## src/rtl/core/wps_pkg.sv

```systemverilog
// ============================================================================
// wps_pkg
// Shared types, constants and register codes of the waveform peak summarizer.
// ============================================================================
package wps_pkg;

    // Sizes
    localparam int MAX_CHANNELS = 8;
    localparam int CH_W         = $clog2(MAX_CHANNELS);
    localparam int SAMPLE_W     = 16;
    localparam int MAX_W        = SAMPLE_W - 1;
    localparam int SUM_W        = 32;
    localparam int FRAME_W      = 16;
    localparam int CNT_REG_W    = 4;
    localparam int CFG_IDX_W    = 2;
    localparam int CFG_DATA_W   = 16;
    localparam int DIV_STEPS    = SUM_W;
    localparam int DIV_CNT_W    = $clog2(DIV_STEPS + 1);

    // Configuration register indexes
    localparam logic [CFG_IDX_W-1:0] REG_CHANNEL_COUNT = 2'd0;
    localparam logic [CFG_IDX_W-1:0] REG_FINE_LEN      = 2'd1;
    localparam logic [CFG_IDX_W-1:0] REG_COARSE_LEN    = 2'd2;

    // Reset values of the registers
    localparam logic [CNT_REG_W-1:0] RST_CHANNEL_COUNT = 4'd1;
    localparam logic [FRAME_W-1:0]   RST_FINE_LEN      = 16'd256;
    localparam logic [FRAME_W-1:0]   RST_COARSE_LEN    = 16'd362;

    // Request and block kind codes
    localparam logic REQ_SAMPLE  = 1'b0;
    localparam logic REQ_FLUSH   = 1'b1;
    localparam logic KIND_FINE   = 1'b0;
    localparam logic KIND_COARSE = 1'b1;

    typedef struct packed {
        logic                       req_type;
        logic signed [SAMPLE_W-1:0] sample_value;
        logic [CH_W-1:0]            chan_index;
    } t_in_item;

    typedef struct packed {
        logic                       cache_kind;
        logic [CH_W-1:0]            out_channel;
        logic signed [SAMPLE_W-1:0] block_min;
        logic [MAX_W-1:0]           block_max;
        logic [SAMPLE_W-1:0]        abs_mean;
        logic                       last_out;
    } t_out_item;

    // Controller to datapath commands
    typedef struct packed {
        logic            capture;     // take the input beat
        logic            upd;         // fold sample into both kinds
        logic            cnt_adv;     // advance frame counters, set emit flags
        logic            flush_flags; // set flags for a flush
        logic            load;        // read slot, start division
        logic            div_step;    // one quotient bit
        logic            out_load;    // write the output register
        logic            out_last;    // final result of this item
        logic [1:0]      clr;         // clear a kind
        logic            kind;
        logic [CH_W-1:0] ch;
    } t_ctl_cmd;

    // Datapath to controller status
    typedef struct packed {
        logic            is_flush;
        logic            chan_ok;
        logic            chan_last;
        logic [1:0]      emit;
        logic [1:0]      clr_pend;
        logic            div_last;
        logic            out_free;
        logic [CH_W-1:0] nch_last;
    } t_ctl_sts;

endpackage

```

## src/rtl/core/wps_ctrl.sv

```systemverilog
// ============================================================================
// wps_ctrl
// Sequencer: takes one item, folds it in, then walks the summaries to emit.
// ============================================================================
module wps_ctrl
    import wps_pkg::*;
(
    input  logic     i_clk,
    input  logic     i_rst_n,
    input  logic     i_in_valid,
    output logic     o_in_stall,
    input  t_ctl_sts i_sts,
    output t_ctl_cmd o_cmd
);

    typedef enum logic [5:0] {
        S_IDLE   = 6'b000001,
        S_UPDATE = 6'b000010,
        S_SELECT = 6'b000100,
        S_LOAD   = 6'b001000,
        S_DIV    = 6'b010000,
        S_OUT    = 6'b100000
    } t_state;

    t_state          r_state, n_state;
    logic            r_kind, n_kind;
    logic [CH_W-1:0] r_ch, n_ch;

    assign o_in_stall = (r_state != S_IDLE);

    // Next state and commands
    always_comb begin
        n_state = r_state;
        n_kind  = r_kind;
        n_ch    = r_ch;
        o_cmd   = '0;
        o_cmd.kind = r_kind;
        o_cmd.ch   = r_ch;
        case (r_state)
            S_IDLE: begin
                n_kind = KIND_FINE;
                n_ch   = '0;
                if (i_in_valid) begin
                    o_cmd.capture = 1'b1;
                    n_state       = S_UPDATE;
                end
            end
            S_UPDATE: begin
                if (i_sts.is_flush) begin
                    o_cmd.flush_flags = 1'b1;
                    n_state           = S_SELECT;
                end else if (!i_sts.chan_ok) begin
                    n_state = S_IDLE;
                end else begin
                    o_cmd.upd = 1'b1;
                    if (i_sts.chan_last) begin
                        o_cmd.cnt_adv = 1'b1;
                        n_state       = S_SELECT;
                    end else begin
                        n_state = S_IDLE;
                    end
                end
            end
            S_SELECT: begin
                // emit this kind, or drop it (clearing if flagged) and move on
                if (i_sts.emit[r_kind]) begin
                    n_ch    = '0;
                    n_state = S_LOAD;
                end else begin
                    o_cmd.clr[r_kind] = i_sts.clr_pend[r_kind];
                    if (r_kind == KIND_FINE) begin
                        n_kind = KIND_COARSE;
                    end else begin
                        n_state = S_IDLE;
                    end
                end
            end
            S_LOAD: begin
                o_cmd.load = 1'b1;
                n_state    = S_DIV;
            end
            S_DIV: begin
                o_cmd.div_step = 1'b1;
                if (i_sts.div_last) begin
                    n_state = S_OUT;
                end
            end
            S_OUT: begin
                if (i_sts.out_free) begin
                    o_cmd.out_load = 1'b1;
                    o_cmd.out_last = (r_ch == i_sts.nch_last) &&
                                     ((r_kind == KIND_COARSE) || !i_sts.emit[1]);
                    if (r_ch == i_sts.nch_last) begin
                        o_cmd.clr[r_kind] = 1'b1;
                        if (r_kind == KIND_FINE) begin
                            n_kind  = KIND_COARSE;
                            n_state = S_SELECT;
                        end else begin
                            n_state = S_IDLE;
                        end
                    end else begin
                        n_ch    = r_ch + 1'b1;
                        n_state = S_LOAD;
                    end
                end
            end
            default: begin
                n_state = S_IDLE;
            end
        endcase
    end

    // State registers
    always_ff @(posedge i_clk) begin
        if (!i_rst_n) begin
            r_state <= S_IDLE;
            r_kind  <= KIND_FINE;
            r_ch    <= '0;
        end else begin
            r_state <= n_state;
            r_kind  <= n_kind;
            r_ch    <= n_ch;
        end
    end

endmodule

```

## src/rtl/core/wps_datapath.sv

```systemverilog
// ============================================================================
// wps_datapath
// Config registers, per-channel accumulators, frame counters, serial divider
// and output register.
// ============================================================================
module wps_datapath
    import wps_pkg::*;
(
    input  logic                  i_clk,
    input  logic                  i_rst_n,
    input  logic                  i_cfg_we,
    input  logic [CFG_IDX_W-1:0]  i_cfg_idx,
    input  logic [CFG_DATA_W-1:0] i_cfg_data,
    input  t_in_item              i_in_data,
    input  logic                  i_out_stall,
    output logic                  o_out_valid,
    output t_out_item             o_out_data,
    input  t_ctl_cmd              i_cmd,
    output t_ctl_sts              o_sts
);

    logic [CNT_REG_W-1:0] r_channel_count;
    logic [FRAME_W-1:0]   r_len [2];

    t_in_item r_in;

    logic signed [SAMPLE_W-1:0] r_min [2][MAX_CHANNELS];
    logic [MAX_W-1:0]           r_max [2][MAX_CHANNELS];
    logic [SUM_W-1:0]           r_sum [2][MAX_CHANNELS];
    logic [FRAME_W-1:0]         r_frames [2];
    logic [1:0]                 r_emit;
    logic [1:0]                 r_clr;

    logic [SUM_W-1:0]           r_quo;
    logic [FRAME_W-1:0]         r_rem;
    logic [FRAME_W-1:0]         r_dvsr;
    logic [DIV_CNT_W-1:0]       r_div_cnt;
    logic signed [SAMPLE_W-1:0] r_st_min;
    logic [MAX_W-1:0]           r_st_max;

    t_out_item r_out;
    logic      r_out_valid;

    logic [CH_W-1:0]     w_nch_last;
    logic [CH_W-1:0]     w_ch;
    logic [SAMPLE_W-1:0] w_mag;
    logic [FRAME_W-1:0]  w_sat [2];
    logic [1:0]          w_reach;
    logic [FRAME_W:0]    w_trial;
    logic                w_qbit;

    // Last channel of a frame, with out-of-range counts folded in
    always_comb begin
        if (r_channel_count == '0) begin
            w_nch_last = '0;
        end else if (r_channel_count > CNT_REG_W'(MAX_CHANNELS)) begin
            w_nch_last = CH_W'(MAX_CHANNELS - 1);
        end else begin
            w_nch_last = CH_W'(r_channel_count - 1'b1);
        end
    end

    // One read address: the sample's channel on update, the walk otherwise
    assign w_ch  = i_cmd.upd ? r_in.chan_index : i_cmd.ch;
    assign w_mag = r_in.sample_value[SAMPLE_W-1] ? SAMPLE_W'(-r_in.sample_value)
                                                 : SAMPLE_W'(r_in.sample_value);

    // Saturating frame advance and block-end test
    always_comb begin
        for (int k = 0; k < 2; k++) begin
            w_sat[k]   = (r_frames[k] == '1) ? r_frames[k] : r_frames[k] + 1'b1;
            w_reach[k] = (w_sat[k] >= ((r_len[k] == '0) ? FRAME_W'(1) : r_len[k]));
        end
    end

    // Restoring division step
    assign w_trial = {r_rem, r_quo[SUM_W-1]};
    assign w_qbit  = (w_trial >= {1'b0, r_dvsr});

    assign o_sts.is_flush  = (r_in.req_type == REQ_FLUSH);
    assign o_sts.chan_ok   = (r_in.chan_index <= w_nch_last);
    assign o_sts.chan_last = (r_in.chan_index == w_nch_last);
    assign o_sts.emit      = r_emit;
    assign o_sts.clr_pend  = r_clr;
    assign o_sts.div_last  = (r_div_cnt == DIV_CNT_W'(1));
    assign o_sts.out_free  = !r_out_valid || !i_out_stall;
    assign o_sts.nch_last  = w_nch_last;

    // Configuration registers
    always_ff @(posedge i_clk) begin
        if (!i_rst_n) begin
            r_channel_count <= RST_CHANNEL_COUNT;
            r_len[0]        <= RST_FINE_LEN;
            r_len[1]        <= RST_COARSE_LEN;
        end else if (i_cfg_we) begin
            case (i_cfg_idx)
                REG_CHANNEL_COUNT: r_channel_count <= i_cfg_data[CNT_REG_W-1:0];
                REG_FINE_LEN:      r_len[0]        <= i_cfg_data[FRAME_W-1:0];
                REG_COARSE_LEN:    r_len[1]        <= i_cfg_data[FRAME_W-1:0];
                default: ;
            endcase
        end
    end

    // Hold the accepted input beat
    always_ff @(posedge i_clk) begin
        if (i_cmd.capture) begin
            r_in <= i_in_data;
        end
    end

    // Accumulators, frame counters and emit flags
    always_ff @(posedge i_clk) begin
        if (!i_rst_n) begin
            for (int k = 0; k < 2; k++) begin
                for (int c = 0; c < MAX_CHANNELS; c++) begin
                    r_min[k][c] <= '0;
                    r_max[k][c] <= '0;
                    r_sum[k][c] <= '0;
                end
                r_frames[k] <= '0;
            end
            r_emit <= '0;
            r_clr  <= '0;
        end else begin
            for (int k = 0; k < 2; k++) begin
                if (i_cmd.upd) begin
                    if (r_in.sample_value < r_min[k][w_ch]) begin
                        r_min[k][w_ch] <= r_in.sample_value;
                    end
                    if (r_in.sample_value > $signed({1'b0, r_max[k][w_ch]})) begin
                        r_max[k][w_ch] <= r_in.sample_value[MAX_W-1:0];
                    end
                    r_sum[k][w_ch] <= r_sum[k][w_ch] + SUM_W'(w_mag);
                end
                if (i_cmd.cnt_adv) begin
                    r_frames[k] <= w_sat[k];
                    r_emit[k]   <= w_reach[k];
                    r_clr[k]    <= w_reach[k];
                end
                if (i_cmd.flush_flags) begin
                    r_emit[k] <= (r_frames[k] != '0);
                    r_clr[k]  <= 1'b1;
                end
                if (i_cmd.clr[k]) begin
                    for (int c = 0; c < MAX_CHANNELS; c++) begin
                        r_min[k][c] <= '0;
                        r_max[k][c] <= '0;
                        r_sum[k][c] <= '0;
                    end
                    r_frames[k] <= '0;
                end
            end
        end
    end

    // Serial divider: one quotient bit per cycle
    always_ff @(posedge i_clk) begin
        if (!i_rst_n) begin
            r_div_cnt <= '0;
        end else if (i_cmd.load) begin
            r_div_cnt <= DIV_CNT_W'(DIV_STEPS);
        end else if (i_cmd.div_step) begin
            r_div_cnt <= r_div_cnt - 1'b1;
        end
    end

    always_ff @(posedge i_clk) begin
        if (i_cmd.load) begin
            r_quo    <= r_sum[i_cmd.kind][w_ch];
            r_rem    <= '0;
            r_dvsr   <= r_frames[i_cmd.kind];
            r_st_min <= r_min[i_cmd.kind][w_ch];
            r_st_max <= r_max[i_cmd.kind][w_ch];
        end else if (i_cmd.div_step) begin
            r_quo <= {r_quo[SUM_W-2:0], w_qbit};
            r_rem <= w_qbit ? FRAME_W'(w_trial - {1'b0, r_dvsr}) : w_trial[FRAME_W-1:0];
        end
    end

    // Output register
    always_ff @(posedge i_clk) begin
        if (!i_rst_n) begin
            r_out_valid <= 1'b0;
        end else if (i_cmd.out_load) begin
            r_out_valid <= 1'b1;
        end else if (!i_out_stall) begin
            r_out_valid <= 1'b0;
        end
    end

    always_ff @(posedge i_clk) begin
        if (i_cmd.out_load) begin
            r_out.cache_kind  <= i_cmd.kind;
            r_out.out_channel <= i_cmd.ch;
            r_out.block_min   <= r_st_min;
            r_out.block_max   <= r_st_max;
            r_out.abs_mean    <= r_quo[SAMPLE_W-1:0];
            r_out.last_out    <= i_cmd.out_last;
        end
    end

    assign o_out_valid = r_out_valid;
    assign o_out_data  = r_out;

`ifndef SYNTH
    a_load_free: assert property (@(posedge i_clk) disable iff (!i_rst_n)
        i_cmd.out_load |-> (!r_out_valid || !i_out_stall))
        else $error("output register overwritten while a beat waits");

    a_min_nonpos: assert property (@(posedge i_clk) disable iff (!i_rst_n)
        r_out_valid |-> (r_out.block_min[SAMPLE_W-1] || (r_out.block_min == '0)))
        else $error("block minimum above zero");

    a_clr_fine: assert property (@(posedge i_clk) disable iff (!i_rst_n)
        i_cmd.clr[0] |=> (r_frames[0] == '0))
        else $error("fine frame counter not cleared");

    a_div_start: assert property (@(posedge i_clk) disable iff (!i_rst_n)
        i_cmd.load |=> (r_div_cnt == DIV_CNT_W'(DIV_STEPS)) && (r_dvsr != '0))
        else $error("division started badly or with zero frames");
`endif

endmodule

```

## src/rtl/core/waveform_peak_summarizer.sv

```systemverilog
// Each item is captured, then folded in; a frame end or a flush then checks each
// block length in turn. A block end emits up to 8 summaries per block length, each
// taking a load, 32 divider steps and the write to the output register.
// Results leave through an output register, so the next item is taken while the
// final summary still waits. Reset (synchronous, active low) clears all sums and counters.
// ============================================================================
// waveform_peak_summarizer
// Min, max and mean-absolute decimation of an interleaved audio stream at a
// fine and a coarse block length.
// ============================================================================
module waveform_peak_summarizer
    import wps_pkg::*;
(
    input  logic                  i_clk,
    input  logic                  i_rst_n,
    input  logic                  i_cfg_we,
    input  logic [CFG_IDX_W-1:0]  i_cfg_idx,
    input  logic [CFG_DATA_W-1:0] i_cfg_data,
    input  logic                  i_in_valid,
    output logic                  o_in_stall,
    input  t_in_item              i_in_data,
    output logic                  o_out_valid,
    input  logic                  i_out_stall,
    output t_out_item             o_out_data
);

    t_ctl_cmd w_cmd;
    t_ctl_sts w_sts;

    // Sequencer
    wps_ctrl u_ctrl (
        .i_clk      (i_clk),
        .i_rst_n    (i_rst_n),
        .i_in_valid (i_in_valid),
        .o_in_stall (o_in_stall),
        .i_sts      (w_sts),
        .o_cmd      (w_cmd)
    );

    // Storage and arithmetic
    wps_datapath u_datapath (
        .i_clk       (i_clk),
        .i_rst_n     (i_rst_n),
        .i_cfg_we    (i_cfg_we),
        .i_cfg_idx   (i_cfg_idx),
        .i_cfg_data  (i_cfg_data),
        .i_in_data   (i_in_data),
        .i_out_stall (i_out_stall),
        .o_out_valid (o_out_valid),
        .o_out_data  (o_out_data),
        .i_cmd       (w_cmd),
        .o_sts       (w_sts)
    );

endmodule

```

## config.mk

```make
export PLATFORM = sky130hd
export DESIGN_NAME = waveform_peak_summarizer
export DESIGN_NICKNAME = d
export VERILOG_FILES = /design/src/rtl/core/wps_pkg.sv /design/src/rtl/core/wps_ctrl.sv /design/src/rtl/core/wps_datapath.sv /design/src/rtl/core/waveform_peak_summarizer.sv
export SDC_FILE = /design/constraint.sdc
export NUM_CORES = 2
export LEC_CHECK = 0
export BUFFER_PORTS_ARGS = -buffer_cell sky130_fd_sc_hd__buf_2
export CAP_MARGIN = 20
export CELL_PAD_IN_SITES_DETAIL_PLACEMENT = 0
export CELL_PAD_IN_SITES_GLOBAL_PLACEMENT = 1
export CORE_UTILIZATION = 45
export DETAILED_ROUTE_END_ITERATION = 6
export MAX_ROUTING_LAYER = met4
export PLACE_DENSITY_LB_ADDON = 0.08
export SETUP_SLACK_MARGIN = 0.15
export SYNTH_ARGS = -nofsm -noshare
export SYNTH_HDL_FRONTEND = slang
export SYNTH_HIERARCHICAL = 1
export SYNTH_SLANG_ARGS = --single-unit
```

## constraint.sdc

```tcl
create_clock -name i_clk -period 7.75 [get_ports i_clk]
set_input_delay 1.55 -clock i_clk [delete_from_list [all_inputs] [get_ports i_clk]]
set_output_delay 1.55 -clock i_clk [all_outputs]
set_load 0.05 [all_outputs]
```

==> impl_metrics.tcl <==
set metrics [dict create \
    status "complete, but fails checks" \
    violations "design-rule violations" \
    tns_ns 0 \
    p_switching_uw 4300 \
    leakagePower_uw 0.0267 \
    final_nets 6700 \
    yosysTopAreaCell "edfxtp_1" \
    cp-startpoint "u_datapath/r_channel_count[0]" \
    yosysUniqueCellTypes 108 \
    insertion_delay_ns 0.78 \
    vias_per_cell 6.40 \
    die_h_um 377 \
    path_class "register to register" \
    clock_path_buffers 3 \
    hpwl_um 167000 \
    drv_cap 0 \
    rr_startpoint "u_datapath/r_channel_count[0]" \
    wire_per_inst_um 30.3 \
    first_pass_iters 7 \
    grt-ovfl-total 0 \
    cts_tree "yes" \
    synth_area_per_cell_um2 9.78 \
    slew_headroom_pct 18.4 \
    dieArea_um2 142000 \
    die_width_um 377 \
    p_int_uw 12000 \
    r2r-end "u_datapath/r_sum[0][248]" \
    ys.flop_type "edfxtp_1" \
    clk_pin_slew_ns 0.06 \
    cp_max_fo 23 \
    drtIter0Drc 7634 \
    timing.fmax_mhz 137 \
    peakVddDrop_mv 0.170 \
    syn-cell-area_um2 63300 \
    syn_to_final_growth_pct 13.4 \
    gp_congestion 0.968 \
    grt_max_degree 130 \
    syn-num-nets 6676 \
    report.final.slew_viol_count 0 \
    antenna_found_initial 10 \
    start_kind "register" \
    drt-total-wl_um 258000 \
    p_sw_share_pct 26.4 \
    yosysSeqAreaShare_pct 51.1 \
    clock-sinks 1264 \
    pin_count 97 \
    worstPathArrival_ns 7.79 \
    hp-class "register to register" \
    pwr-share-clk_pct 43.5 \
    cts_buffers 146 \
    syn_inst 6478 \
    htreeDepth 4 \
    coreArea_um2 140000 \
    required_ns 8.25 \
    whs_ns 0.415 \
    cts_root_buf "clkbuf_16" \
    grt_usage_pct 36.6 \
    p_comb_share_pct 11.6 \
    skew_ns 0.0299 \
    period_share_pct 94.1 \
    seq_power_share_pct 44.9 \
    r2r_setup_slack_ns 0.46 \
    grt_pass1_vias 50400 \
    synth-edff-count 703 \
    drive_gt1_share_pct 12.4 \
    synth.area.top_cells "edfxtp_1 33%, dfxtp_1 18%, mux2i_1 7.2%" \
    synth.yosys.warnings 6 \
    synth_top_area_share_pct 33.3 \
    vias 54400 \
    cellPowerDensity_nw_per_um2 227 \
    cts_hold_buffers 0 \
    final-seq-area_um2 32300 \
    io_buffers 96 \
    finalHoldViolations 0 \
    start_util_pct 45.4 \
    n_fill_cell 12800 \
    worstMarginPinSlew_ns 1.21 \
    worstSetupEndpoint "u_datapath/r_sum[0][248]" \
    rsz0062_at_grt "false" \
    r2r_cells 25 \
    antenna_left 0 \
    synthArstFlopShare_pct 0 \
    fin_crit_ns 7.29 \
    grt_pass1_wl_um 366000 \
    setup_viol 0 \
    drc 3 \
    num_rows 137 \
    ys_ff_latch 1264 \
    end_kind "register" \
    multiInputGateArea_um2 28900 \
]
-- repair_timing --
action                                  in CTS  in global routing
gates resized for setup                      0                 11
setup buffers                                0                  6
endpoints found under the setup margin       0                214
-- flip-flops by register name (all words and copies together) (netlist names), 15 cells and up --
name / cells
u_datapath/o_out_data: 52
u_datapath/r_dvsr: 16
u_datapath/r_frames: 32
u_datapath/r_in: 19
u_datapath/r_len: 32
u_datapath/r_max: 240
u_datapath/r_min: 256
u_datapath/r_quo: 32
u_datapath/r_rem: 16
u_datapath/r_st_max: 15
u_datapath/r_st_min: 16
u_datapath/r_sum: 512
-- worst max-delay path, cell delays in order, from the launching register on --
cell and delay, ns:
dfxtp_1 0.30, inv_1 0.06, ha_1 0.30, nor2b_1 0.04, o21ai_0 0.27, ha_1 0.29
nor2b_1 0.13, o21a_1 0.16, o21bai_1 0.19, nor3b_4 0.45, buf_4 0.37, nor4_1 0.19
nor2_4 0.33, buf_4 0.25, buf_4 0.42, o22ai_1 0.16, or4_1 0.50, a21oi_1 0.28
ha_1 0.34, a21oi_1 0.19, o21ai_0 0.17, buf_4 0.20, o311ai_4 0.63, nor2_1 0.13
xor2_1 0.51, nor2_1 0.09
-- area by class of cell --
cell class	instances	area share, %
antenna	8	0.0279
clock buffer	200	5.89
clock inverter	67	0.911
inverter	98	0.514
multi-input combinational	4596	40.2
sequential	1264	45.0
tap	1876	3.27
timing repair buffer	396	4.12
-- layout by cell type, fill, tap and decap left out, drive strengths merged, types with 33 or more instances in the layout --
| cell | synthesis | layout |
|---|---|---|
| mux2i | 457 | 457 |
| nand4 | 34 | 34 |
| nand3 | 299 | 299 |
| buf | 121 | 395 |
| a222oi | 55 | 55 |
| o21ai | 316 | 316 |
| nor2 | 886 | 886 |
| o22a | 33 | 33 |
| xnor2 | 73 | 73 |
| inv | 98 | 103 |
| ha | 152 | 152 |
| clkbuf | 399 | 201 |
| dfxtp | 561 | 561 |
| a21o | 43 | 43 |
| nor3 | 81 | 81 |
| nand2 | 649 | 649 |
| nor4 | 46 | 46 |
| mux2 | 41 | 41 |
| o22ai | 216 | 216 |
| and3 | 162 | 162 |
| nor2b | 37 | 37 |
| a22oi | 101 | 101 |
| xor2 | 45 | 45 |
| and2 | 33 | 33 |
| a21oi | 357 | 357 |
| edfxtp | 703 | 703 |
| a221oi | 57 | 57 |
| clkinv | 0 | 44 |
-- metal layers --
metal	vias to the layer above	wire (um)	GRT usage, %
met1	26800	107000	49.6
li1	23800	-	-
met3	593	26200	6.21
met4	0	10400	13.8
met5	-	0	-
met2	3188	114000	54.6
-- power by group through the flow --
| stage | clock network [uW] | logic, uW | registers (uW) |
|---|---|---|---|
| after global placement | 0 | 1830 | 7440 |
| after detailed placement | 0 | 1840 | 7440 |
| after global routing | 7400 | 1990 | 7310 |
| after floorplan | 0 | 1190 | 7400 |
| after CTS | 7150 | 1840 | 7300 |
| final | 7070 | 1890 | 7310 |
-- synthesized netlist by cell type (all sizes together) (22+ instances only) --
cell type  count
or4           22
nand3        299
o21ai        316
mux2          41
or3           28
inv           98
mux2i        457
nor2b         37
a222oi        55
nor4          46
xnor2         73
nor2         886
a31o          24
and3         162
o22a          33
nor3          81
a22oi        101
nand2        649
xor2          45
and2          33
a21o          43
o221ai        23
ha           152
clkbuf       399
o21a          26
buf          121
nand2b        32
a31oi         24
a221oi        57
dfxtp        561
a22o          25
nand4         34
o22ai        216
edfxtp       703
a21oi        357
-- kinds of logic after synthesis --
kind of cell | share of synthesized area, %
AO/OA/AOI/OAI | 14.9
XOR/XNOR | 1.68
adder cells (fa/ha/maj) | 3.11
buffers and inverters | 3.94
flip-flops | 51.1
multiplexers | 8.27
AND/OR/NAND/NOR | 17.0
-- worst min-delay path by stage --
stage                                       start                         to  slack [ns]  cells after the start
after floorplan            u_datapath/r_st_max[0]  u_datapath/o_out_data[17]        0.40                      0
final                      u_datapath/r_st_max[6]  u_datapath/o_out_data[23]        0.42                      0
after CTS                  u_datapath/r_st_max[7]  u_datapath/o_out_data[24]        0.42                      0
after global routing       u_datapath/r_st_max[7]  u_datapath/o_out_data[24]        0.42                      0
after global placement     u_datapath/r_st_max[9]  u_datapath/o_out_data[26]        0.40                      0
after detailed placement  u_datapath/r_st_min[11]  u_datapath/o_out_data[43]        0.40                      0
-- per-stage QoR --
step	util [%]	power [uW]	cells	setup slack (ns)	area (um2)
CTS	51.4	16300	8489	0.304	71700
floorplan	-	8590	6478	0.830	63300
global placement	47.8	9270	8219	0.398	66700
finish	51.5	16300	8505	0.460	71800
detailed placement	47.9	9280	8222	0.403	66800
global route	51.5	16700	8501	0.158	71800
Note: power is estimated with default switching activity, not from simulation.
